**src/rtl/tccw_pkg.sv**
```systemverilog
// Package for the text console cell writer: character codes, field widths,
// and the command and status structs between the controller and the datapath.
// No dependencies.
package tccw_pkg;

  localparam logic [7:0] NEWLINE_CODE = 8'd10;
  localparam logic [7:0] BLANK_CODE   = 8'd32;
  localparam logic [7:0] ATTR_RESET   = 8'd247;

  localparam logic ACTION_WRITE = 1'b0;
  localparam logic ACTION_CLEAR = 1'b1;

  localparam int ROW_FIELD_W = 5;
  localparam int COL_FIELD_W = 7;
  localparam int OFF_FIELD_W = 11;
  localparam int OUT_DATA_W  = 24;

  typedef enum logic [2:0] {
    CNT_HOLD,
    CNT_ZERO,
    CNT_COPY_START,
    CNT_FILL_START,
    CNT_INC
  } cnt_op_t;

  typedef enum logic [1:0] {
    MEM_NONE,
    MEM_BLANK,
    MEM_READ,
    MEM_CHAR
  } mem_op_t;

  typedef enum logic [2:0] {
    CUR_HOLD,
    CUR_HOME,
    CUR_NEWLINE,
    CUR_TO_LAST,
    CUR_ADVANCE
  } cur_op_t;

  typedef struct packed {
    logic    take_item;
    cnt_op_t cnt_op;
    mem_op_t mem_op;
    cur_op_t cur_op;
    logic    load_out;
  } dp_cmd_t;

  typedef struct packed {
    logic item_clear;
    logic item_newline;
    logic scroll_pending;
    logic cnt_last;
    logic out_free;
  } dp_status_t;

endpackage

```
**src/rtl/text_console_cell_writer.sv**
```systemverilog
// Top level of the text console cell writer.
// Instantiates tccw_ctrl and tccw_datapath; uses tccw_pkg.
//
// This block keeps a ROWS x COLS screen store of 16-bit cells (attribute in
// the high byte, character in the low byte) and a cursor. Each input item
// either writes one text byte at the cursor (s_tuser low) or clears the store
// and homes the cursor (s_tuser high), and each item yields exactly one
// result item carrying the cursor after the item. A newline moves the cursor
// to column 0 of the next row; wrapping or a newline from the last row leaves
// the cursor one row past the screen, and the next printable byte or newline
// first scrolls the store up one row and blanks the new bottom row. After
// reset the block blanks the whole store before it raises s_tready. A scroll
// is paced by the single write port of the store: one cell is copied per
// cycle, a drain step follows, then one row of blanks is written. The result
// sits in an output register, so the block finishes an item only while that
// register is free.
module text_console_cell_writer #(
  parameter int ROWS = 25,
  parameter int COLS = 80
) (
  input  logic        clk,
  input  logic        rst,
  // Attribute for new cells: foreground low nibble, background high nibble.
  input  logic        cfg_wr_en,
  input  logic [7:0]  cfg_wr_data,
  input  logic        s_tvalid,
  output logic        s_tready,
  input  logic [7:0]  s_tdata,   // [7:0] text_byte
  input  logic        s_tlast,   // end_of_text
  input  logic        s_tuser,   // [0] action: 0 write byte, 1 clear screen
  output logic        m_tvalid,
  input  logic        m_tready,
  // [4:0] cursor_row, [11:5] cursor_column, [22:12] cursor_offset,
  // [23] cursor_update
  output logic [23:0] m_tdata
);

  tccw_pkg::dp_cmd_t    cmd;
  tccw_pkg::dp_status_t status;

  // The sequencer decides which step the datapath takes each cycle.
  tccw_ctrl u_ctrl (
    .clk      (clk),
    .rst      (rst),
    .s_tvalid (s_tvalid),
    .s_tready (s_tready),
    .status   (status),
    .cmd      (cmd)
  );

  // The datapath holds the store, the cursor and the result register.
  tccw_datapath #(
    .ROWS (ROWS),
    .COLS (COLS)
  ) u_datapath (
    .clk         (clk),
    .rst         (rst),
    .cfg_wr_en   (cfg_wr_en),
    .cfg_wr_data (cfg_wr_data),
    .s_tdata     (s_tdata),
    .s_tlast     (s_tlast),
    .s_tuser     (s_tuser),
    .cmd         (cmd),
    .status      (status),
    .m_tvalid    (m_tvalid),
    .m_tready    (m_tready),
    .m_tdata     (m_tdata)
  );

endmodule

```
**src/rtl/tccw_datapath.sv**
```systemverilog
// Datapath of the text console cell writer: attribute register, cursor,
// sweep counter, screen store and output register. Uses tccw_pkg.
module tccw_datapath #(
  parameter int ROWS = 25,
  parameter int COLS = 80
) (
  input  logic                          clk,
  input  logic                          rst,
  input  logic                          cfg_wr_en,
  input  logic [7:0]                    cfg_wr_data,
  input  logic [7:0]                    s_tdata,
  input  logic                          s_tlast,
  input  logic                          s_tuser,
  input  tccw_pkg::dp_cmd_t             cmd,
  output tccw_pkg::dp_status_t          status,
  output logic                          m_tvalid,
  input  logic                          m_tready,
  output logic [tccw_pkg::OUT_DATA_W-1:0] m_tdata
);

  localparam int CELLS = ROWS * COLS;
  localparam int AW    = $clog2(CELLS);
  localparam int RW    = $clog2(ROWS + 1);
  localparam int CW    = $clog2(COLS);
  localparam int OW    = $clog2(CELLS + 1);

  logic [7:0]    attr;
  logic          item_clear;
  logic [7:0]    item_char;
  logic          item_last;
  logic [RW-1:0] row;
  logic [CW-1:0] col;
  logic [AW-1:0] cnt;
  logic [15:0]   rd_data;
  logic          wb_valid;
  logic [AW-1:0] wb_addr;
  logic [15:0]   mem [CELLS];

  logic [OW-1:0] cur_offset;
  logic          pending;
  logic          wr_en;
  logic [AW-1:0] wr_addr;
  logic [15:0]   wr_data;
  logic          out_free;

  assign cur_offset = OW'(row) * OW'(COLS) + OW'(col);
  assign pending    = (row >= RW'(ROWS));
  assign out_free   = !m_tvalid || m_tready;

  assign status.item_clear     = item_clear;
  assign status.item_newline   = (item_char == tccw_pkg::NEWLINE_CODE);
  assign status.scroll_pending = pending;
  assign status.cnt_last       = (cnt == AW'(CELLS - 1));
  assign status.out_free       = out_free;

  always_ff @(posedge clk) begin
    if (rst) begin
      attr <= tccw_pkg::ATTR_RESET;
    end else if (cfg_wr_en) begin
      attr <= cfg_wr_data;
    end
  end

  always_ff @(posedge clk) begin
    if (cmd.take_item) begin
      item_clear <= (s_tuser == tccw_pkg::ACTION_CLEAR);
      item_char  <= s_tdata;
      item_last  <= s_tlast;
    end
  end

  always_ff @(posedge clk) begin
    if (rst) begin
      row <= '0;
      col <= '0;
    end else begin
      case (cmd.cur_op)
        tccw_pkg::CUR_HOME: begin
          row <= '0;
          col <= '0;
        end
        tccw_pkg::CUR_NEWLINE: begin
          col <= '0;
          row <= pending ? RW'(ROWS) : row + RW'(1);
        end
        tccw_pkg::CUR_TO_LAST: begin
          row <= RW'(ROWS - 1);
        end
        tccw_pkg::CUR_ADVANCE: begin
          if (col == CW'(COLS - 1)) begin
            col <= '0;
            row <= row + RW'(1);
          end else begin
            col <= col + CW'(1);
          end
        end
        default: begin
        end
      endcase
    end
  end

  always_ff @(posedge clk) begin
    if (rst) begin
      cnt <= '0;
    end else begin
      case (cmd.cnt_op)
        tccw_pkg::CNT_ZERO:       cnt <= '0;
        tccw_pkg::CNT_COPY_START: cnt <= AW'(COLS);
        tccw_pkg::CNT_FILL_START: cnt <= AW'(CELLS - COLS);
        tccw_pkg::CNT_INC:        cnt <= cnt + AW'(1);
        default:                  cnt <= cnt;
      endcase
    end
  end

  // Scroll copy is a two-step pipe: read a cell one row down, write it back
  // one row up on the following cycle.
  always_ff @(posedge clk) begin
    if (rst) begin
      wb_valid <= 1'b0;
    end else begin
      wb_valid <= (cmd.mem_op == tccw_pkg::MEM_READ);
    end
  end

  always_ff @(posedge clk) begin
    if (cmd.mem_op == tccw_pkg::MEM_READ) begin
      rd_data <= mem[cnt];
      wb_addr <= cnt - AW'(COLS);
    end
  end

  always_comb begin
    wr_en   = 1'b0;
    wr_addr = cnt;
    wr_data = {attr, tccw_pkg::BLANK_CODE};
    if (wb_valid) begin
      wr_en   = 1'b1;
      wr_addr = wb_addr;
      wr_data = rd_data;
    end else begin
      case (cmd.mem_op)
        tccw_pkg::MEM_BLANK: begin
          wr_en = 1'b1;
        end
        tccw_pkg::MEM_CHAR: begin
          wr_en   = 1'b1;
          wr_addr = AW'(cur_offset);
          wr_data = {attr, item_char};
        end
        default: begin
        end
      endcase
    end
  end

  always_ff @(posedge clk) begin
    if (wr_en) begin
      mem[wr_addr] <= wr_data;
    end
  end

  always_ff @(posedge clk) begin
    if (rst) begin
      m_tvalid <= 1'b0;
    end else if (cmd.load_out) begin
      m_tvalid <= 1'b1;
    end else if (m_tready) begin
      m_tvalid <= 1'b0;
    end
  end

  always_ff @(posedge clk) begin
    if (cmd.load_out) begin
      m_tdata <= {!item_clear && item_last,
                  tccw_pkg::OFF_FIELD_W'(cur_offset),
                  tccw_pkg::COL_FIELD_W'(col),
                  tccw_pkg::ROW_FIELD_W'(row)};
    end
  end

  // A fill or character write must never collide with a pending copy write.
  a_no_write_collision: assert property (@(posedge clk) disable iff (rst)
    wb_valid |-> (cmd.mem_op != tccw_pkg::MEM_BLANK && cmd.mem_op != tccw_pkg::MEM_CHAR))
    else $error("store write collides with scroll write-back");

  // Characters land only on a real row, never while a scroll is pending.
  a_char_on_screen: assert property (@(posedge clk) disable iff (rst)
    (cmd.mem_op == tccw_pkg::MEM_CHAR) |-> !pending)
    else $error("character written while a scroll is pending");

  a_col_in_range: assert property (@(posedge clk) disable iff (rst)
    col < CW'(COLS - 1) || col == CW'(COLS - 1))
    else $error("cursor column out of range");

  // A finished result may only be loaded into a free output register.
  a_out_not_overwritten: assert property (@(posedge clk) disable iff (rst)
    cmd.load_out |-> out_free)
    else $error("output register overwritten");

endmodule

```
**src/rtl/tccw_ctrl.sv**
```systemverilog
// Controller of the text console cell writer: one-hot sequencer that steps
// the datapath through clear sweeps, scroll copies and writes. Uses tccw_pkg.
module tccw_ctrl (
  input  logic                 clk,
  input  logic                 rst,
  input  logic                 s_tvalid,
  output logic                 s_tready,
  input  tccw_pkg::dp_status_t status,
  output tccw_pkg::dp_cmd_t    cmd
);

  typedef enum logic [8:0] {
    ST_INIT   = 9'b000000001,
    ST_IDLE   = 9'b000000010,
    ST_DECODE = 9'b000000100,
    ST_CLEAR  = 9'b000001000,
    ST_COPY   = 9'b000010000,
    ST_DRAIN  = 9'b000100000,
    ST_FILL   = 9'b001000000,
    ST_WRITE  = 9'b010000000,
    ST_DONE   = 9'b100000000
  } state_t;

  state_t state;
  state_t state_next;

  assign s_tready = (state == ST_IDLE);

  always_ff @(posedge clk) begin
    if (rst) begin
      state <= ST_INIT;
    end else begin
      state <= state_next;
    end
  end

  always_comb begin
    state_next    = state;
    cmd.take_item = 1'b0;
    cmd.cnt_op    = tccw_pkg::CNT_HOLD;
    cmd.mem_op    = tccw_pkg::MEM_NONE;
    cmd.cur_op    = tccw_pkg::CUR_HOLD;
    cmd.load_out  = 1'b0;
    case (state)
      ST_INIT: begin
        cmd.mem_op = tccw_pkg::MEM_BLANK;
        cmd.cnt_op = tccw_pkg::CNT_INC;
        if (status.cnt_last) begin
          state_next = ST_IDLE;
        end
      end
      ST_IDLE: begin
        if (s_tvalid) begin
          cmd.take_item = 1'b1;
          state_next    = ST_DECODE;
        end
      end
      ST_DECODE: begin
        if (status.item_clear) begin
          cmd.cnt_op = tccw_pkg::CNT_ZERO;
          state_next = ST_CLEAR;
        end else if (status.scroll_pending) begin
          cmd.cnt_op = tccw_pkg::CNT_COPY_START;
          state_next = ST_COPY;
        end else if (status.item_newline) begin
          cmd.cur_op = tccw_pkg::CUR_NEWLINE;
          state_next = ST_DONE;
        end else begin
          state_next = ST_WRITE;
        end
      end
      ST_CLEAR: begin
        cmd.mem_op = tccw_pkg::MEM_BLANK;
        cmd.cnt_op = tccw_pkg::CNT_INC;
        if (status.cnt_last) begin
          cmd.cur_op = tccw_pkg::CUR_HOME;
          state_next = ST_DONE;
        end
      end
      ST_COPY: begin
        cmd.mem_op = tccw_pkg::MEM_READ;
        cmd.cnt_op = tccw_pkg::CNT_INC;
        if (status.cnt_last) begin
          state_next = ST_DRAIN;
        end
      end
      ST_DRAIN: begin
        cmd.cnt_op = tccw_pkg::CNT_FILL_START;
        state_next = ST_FILL;
      end
      ST_FILL: begin
        cmd.mem_op = tccw_pkg::MEM_BLANK;
        cmd.cnt_op = tccw_pkg::CNT_INC;
        if (status.cnt_last) begin
          if (status.item_newline) begin
            cmd.cur_op = tccw_pkg::CUR_NEWLINE;
            state_next = ST_DONE;
          end else begin
            cmd.cur_op = tccw_pkg::CUR_TO_LAST;
            state_next = ST_WRITE;
          end
        end
      end
      ST_WRITE: begin
        cmd.mem_op = tccw_pkg::MEM_CHAR;
        cmd.cur_op = tccw_pkg::CUR_ADVANCE;
        state_next = ST_DONE;
      end
      ST_DONE: begin
        if (status.out_free) begin
          cmd.load_out = 1'b1;
          state_next   = ST_IDLE;
        end
      end
      default: begin
        state_next = ST_INIT;
      end
    endcase
  end

  // An item is taken only from the idle state.
  a_take_only_idle: assert property (@(posedge clk) disable iff (rst)
    cmd.take_item |=> (state == ST_DECODE))
    else $error("item taken outside idle");

  // Every result load returns the sequencer to idle.
  a_load_then_idle: assert property (@(posedge clk) disable iff (rst)
    cmd.load_out |=> s_tready)
    else $error("result load did not end the item");

  // Scroll copy is always followed by the drain cycle before the fill.
  a_copy_drains: assert property (@(posedge clk) disable iff (rst)
    (state == ST_COPY && status.cnt_last) |=> (state == ST_DRAIN))
    else $error("scroll copy skipped its drain cycle");

endmodule
```
**config.mk**
```make
export PLATFORM = sky130hd
export DESIGN_NAME = text_console_cell_writer
export DESIGN_NICKNAME = d
export VERILOG_FILES = /design/src/rtl/tccw_pkg.sv /design/src/rtl/text_console_cell_writer.sv /design/src/rtl/tccw_datapath.sv /design/src/rtl/tccw_ctrl.sv
export SDC_FILE = /design/constraint.sdc
export NUM_CORES = 1
export LEC_CHECK = 0
export ABC_AREA = 1
export CAP_MARGIN = 20
export CORE_MARGIN = 1.5
export CORE_UTILIZATION = 35
export CTS_BUF_LIST = sky130_fd_sc_hd__clkbuf_2
export CTS_CLUSTER_SIZE = 12
export DETAILED_ROUTE_END_ITERATION = 10
export DONT_BUFFER_PORTS = 1
export PLACE_DENSITY_LB_ADDON = 0.3
export SLEW_MARGIN = 20
export SYNTH_ARGS = -nofsm -noshare
export SYNTH_HDL_FRONTEND = slang
export SYNTH_SLANG_ARGS = --single-unit
export TNS_END_PERCENT = 20
```
**constraint.sdc**
```tcl
create_clock -name clk -period 6.46 [get_ports clk]
set_clock_uncertainty 0.15 [all_clocks]
set_input_delay 0.646 -clock clk [delete_from_list [all_inputs] [get_ports clk]]
set_output_delay 0.646 -clock clk [all_outputs]
set_load 0.03 [all_outputs]
```
==> reports/results.txt <==
unrepaired setup endpoints after global routing = false
drc violations = 0
largest net degree at the start of global routing = 21
clk sinks = 63
Setup-failing EPs final = 0
crit path cell chain = nor2_4, nand2_1, nor2_1, nand3_1, inv_1
vias = 2,651
CP Capture Type = output pin
crit-path max FO = 5
syn_nets = 445
Syn Area/Cell = 8.60 um2
dpl hpwl = 4.78 mm
clock-pin slew on the worst setup and hold paths = 0.16 ns
initial DRC count = 83
Final min period = 2.49 ns
CP Data Arrival Time = 1.70 ns
Area after DPL = 0.00363 mm2
outcome = complete, no violations
Top delay family on crit path = simple AND/OR/NAND/NOR gates
fin crit share = 38.6%
share of the synthesized area in the top cell type = 25.7%
Final #Nets = 452
Fmax = 0.401 GHz
cell area after layout = 0.00382 mm2
Slew HR = 35.3%
pwr dens = 300 mW/mm2
port buffer count = 0
first-pass GRT wire length = 11.3 mm
Seq/Total Area, Yosys = 44.6%
fin. max-slew vios = 0
worst hold path type = input pin to register
Die X = 103 um
total global routing overflow = 0
Post-CTS Setup Repair Bufs = 0
fillers = 1,022
clock buffer depth = 2
FF+latch count, synth = 63
slowest stage delay, CP = 0.41 ns
DR vias/cell = 4.80
GRT Total Usage = 13.8%
crit path kind = register to output pin
crit start category = register
WP buf/inv = 1
final hold vios = 0
antenna violations before repair = 0
root buffer cell = clkbuf_2
Max IR drop VDD = 0.137 mV
# IOs = 49
Netlist Area Pre-Place = 0.00350 mm2
DR pass1 iterations = 4
diodes inserted = 0
max_cap viols = 0
setup TNS = 0 ns
FP Rows = 36
Post-DRT Antenna Nets = 0
Die Y = 103 um
Static Leak = 0.00156 uW
CTS tree = built
Routability Congestion = 0.860
Area Overhead vs Synth = 9.11%
Worst EP required = 5.66 ns
htree depth = 3
share of cells above drive strength 1 = 16.9%
core area = 0.00973 mm2
synth top area cells = edfxtp_1 26%, dfxtp_1 19%, nand2_1 7.8%
Detailed Route WL = 6.71 mm
Clk Latency, worst-skew pair = 0.50 ns
Final Non-Filler Cells = 552
Mapped Cells = 407
DP Cell Count = 533
area of the die = 0.0106 mm2
DR WL/cell = 12.2 um
vias in the first global route = 2,412
total CTS buffers = 9
Overall Power = 1150 uW
Distinct cells, synth = 41
synth warn = 0
Least-Margin Pin Slew = 0.970 ns
area leader, netlist = edfxtp_1
starting density of the core = 36.0%
slowest stage cell, crit path = dfxtp_1
==> layer usage <==
metal,vias up,track usage [%],wire length [um]
li1,1368,-,-
met3,13,3.46,195
met5,-,0,0
met2,41,23.3,3180
met1,1229,16.5,3200
met4,0,6.24,140
==> cell type report <==
type,count,area [um2],area share (%)
timing repair buffer,3,30.0,0.786
clock inverter,5,106,2.78
inverter,53,208,5.44
sequential,63,1560,40.9
clock buffer,11,55.1,1.44
multi-input combinational,284,1690,44.3
tap,133,166,4.36
==> sequential cells by signal (all words and copies together) (netlist names) <==
register               count
u_datapath.item_last       1
u_ctrl.state               9
u_datapath.m_tdata        20
u_datapath.col             7
u_datapath.row             5
u_datapath.m_tvalid        1
u_datapath.cnt            11
u_datapath.item_char       8
u_datapath.item_clear      1
==> final timing paths <==
check                          start                endpoint  slack, ns  cells past startpoint
setup / recovery     u_ctrl.state[3]                s_tready       3.97                      5
hold / removal                   rst      u_datapath.cnt[10]       0.06                      1
setup reg to reg   u_datapath.row[3]  u_datapath.m_tdata[22]       4.14                      6
hold reg to reg   u_datapath.cnt[10]      u_datapath.cnt[10]       0.32                      2
==> per-stage QoR <==
| step | hold WS, ns | utilization [%] | setup WS [ns] |
|---|---|---|---|
| 2_1_floorplan | 0.295 | - | 4.27 |
| 3_3_place_gp | 0.297 | 37.3 | 4.21 |
| 3_5_place_dp | 0.299 | 37.3 | 4.15 |
| 4_1_cts | 0.00622 | 39.2 | 3.91 |
| 5_1_grt | 0.00107 | 39.3 | 3.76 |
| 6_report | 0.0565 | 39.3 | 3.97 |
==> placed cells by master (no fill, tap or decap), types with 2 or more instances in the layout <==
cell,n
xnor2_1,3
inv_1,43
nand3b_1,2
a21oi_1,34
fa_1,2
clkbuf_2,11
nor2_1,38
dfxtp_1,33
nand2_4,3
dlygate4sd3_1,3
nand4_1,8
ha_1,13
nand3_2,4
nor4_1,2
nand2_1,73
bufinv_16,3
xor2_1,11
nand3_1,29
a21oi_2,8
nor2_2,6
nor2_4,7
o21ai_1,3
or2_2,4
inv_2,5
inv_4,2
nand2_2,6
clkinv_2,3
edfxtp_1,30
o21ai_0,10
nand3_4,2
nor3_1,6
==> cells by family after synthesis <==
family,share of synthesized area [%]
xor+xnor,3.50
flops,44.6
simple gates,28.5
buf+inv,7.11
fa+ha+maj,5.79
compound gates,10.5
==> cell usage after synthesis, drive strengths merged <==
library cell  count
a21oi            43
a31oi             1
buf               5
clkbuf            2
clkinv            3
dfxtp            33
edfxtp           30
fa                2
ha               13
inv              50
nand2            82
nand3            35
nand3b            2
nand4             8
nor2             52
nor3              7
nor3b             1
nor4              2
o211ai            1
o21ai            15
o22ai             1
or2               5
xnor2             3
xor2             11
==> where the power goes <==
group	switching (uW)	internal, uW	total (uW)
clock	145	171	316
sequential	31.4	446	477
combinational	244	111	354
==> worst reg2reg max path, cell delays in order (launching register included) <==
cell	delay (ns)
dfxtp_1	0.55
ha_1	0.30
ha_1	0.23
fa_1	0.40
xnor2_1	0.22
nor2_1	0.09
xor2_1	0.16
==> repair_timing <==
action,4_1_cts,5_1_grt
gates resized for setup,0,0
hold buffers,2,1
hold endpoints to repair,18,1
(Power assumes the default switching activity.)
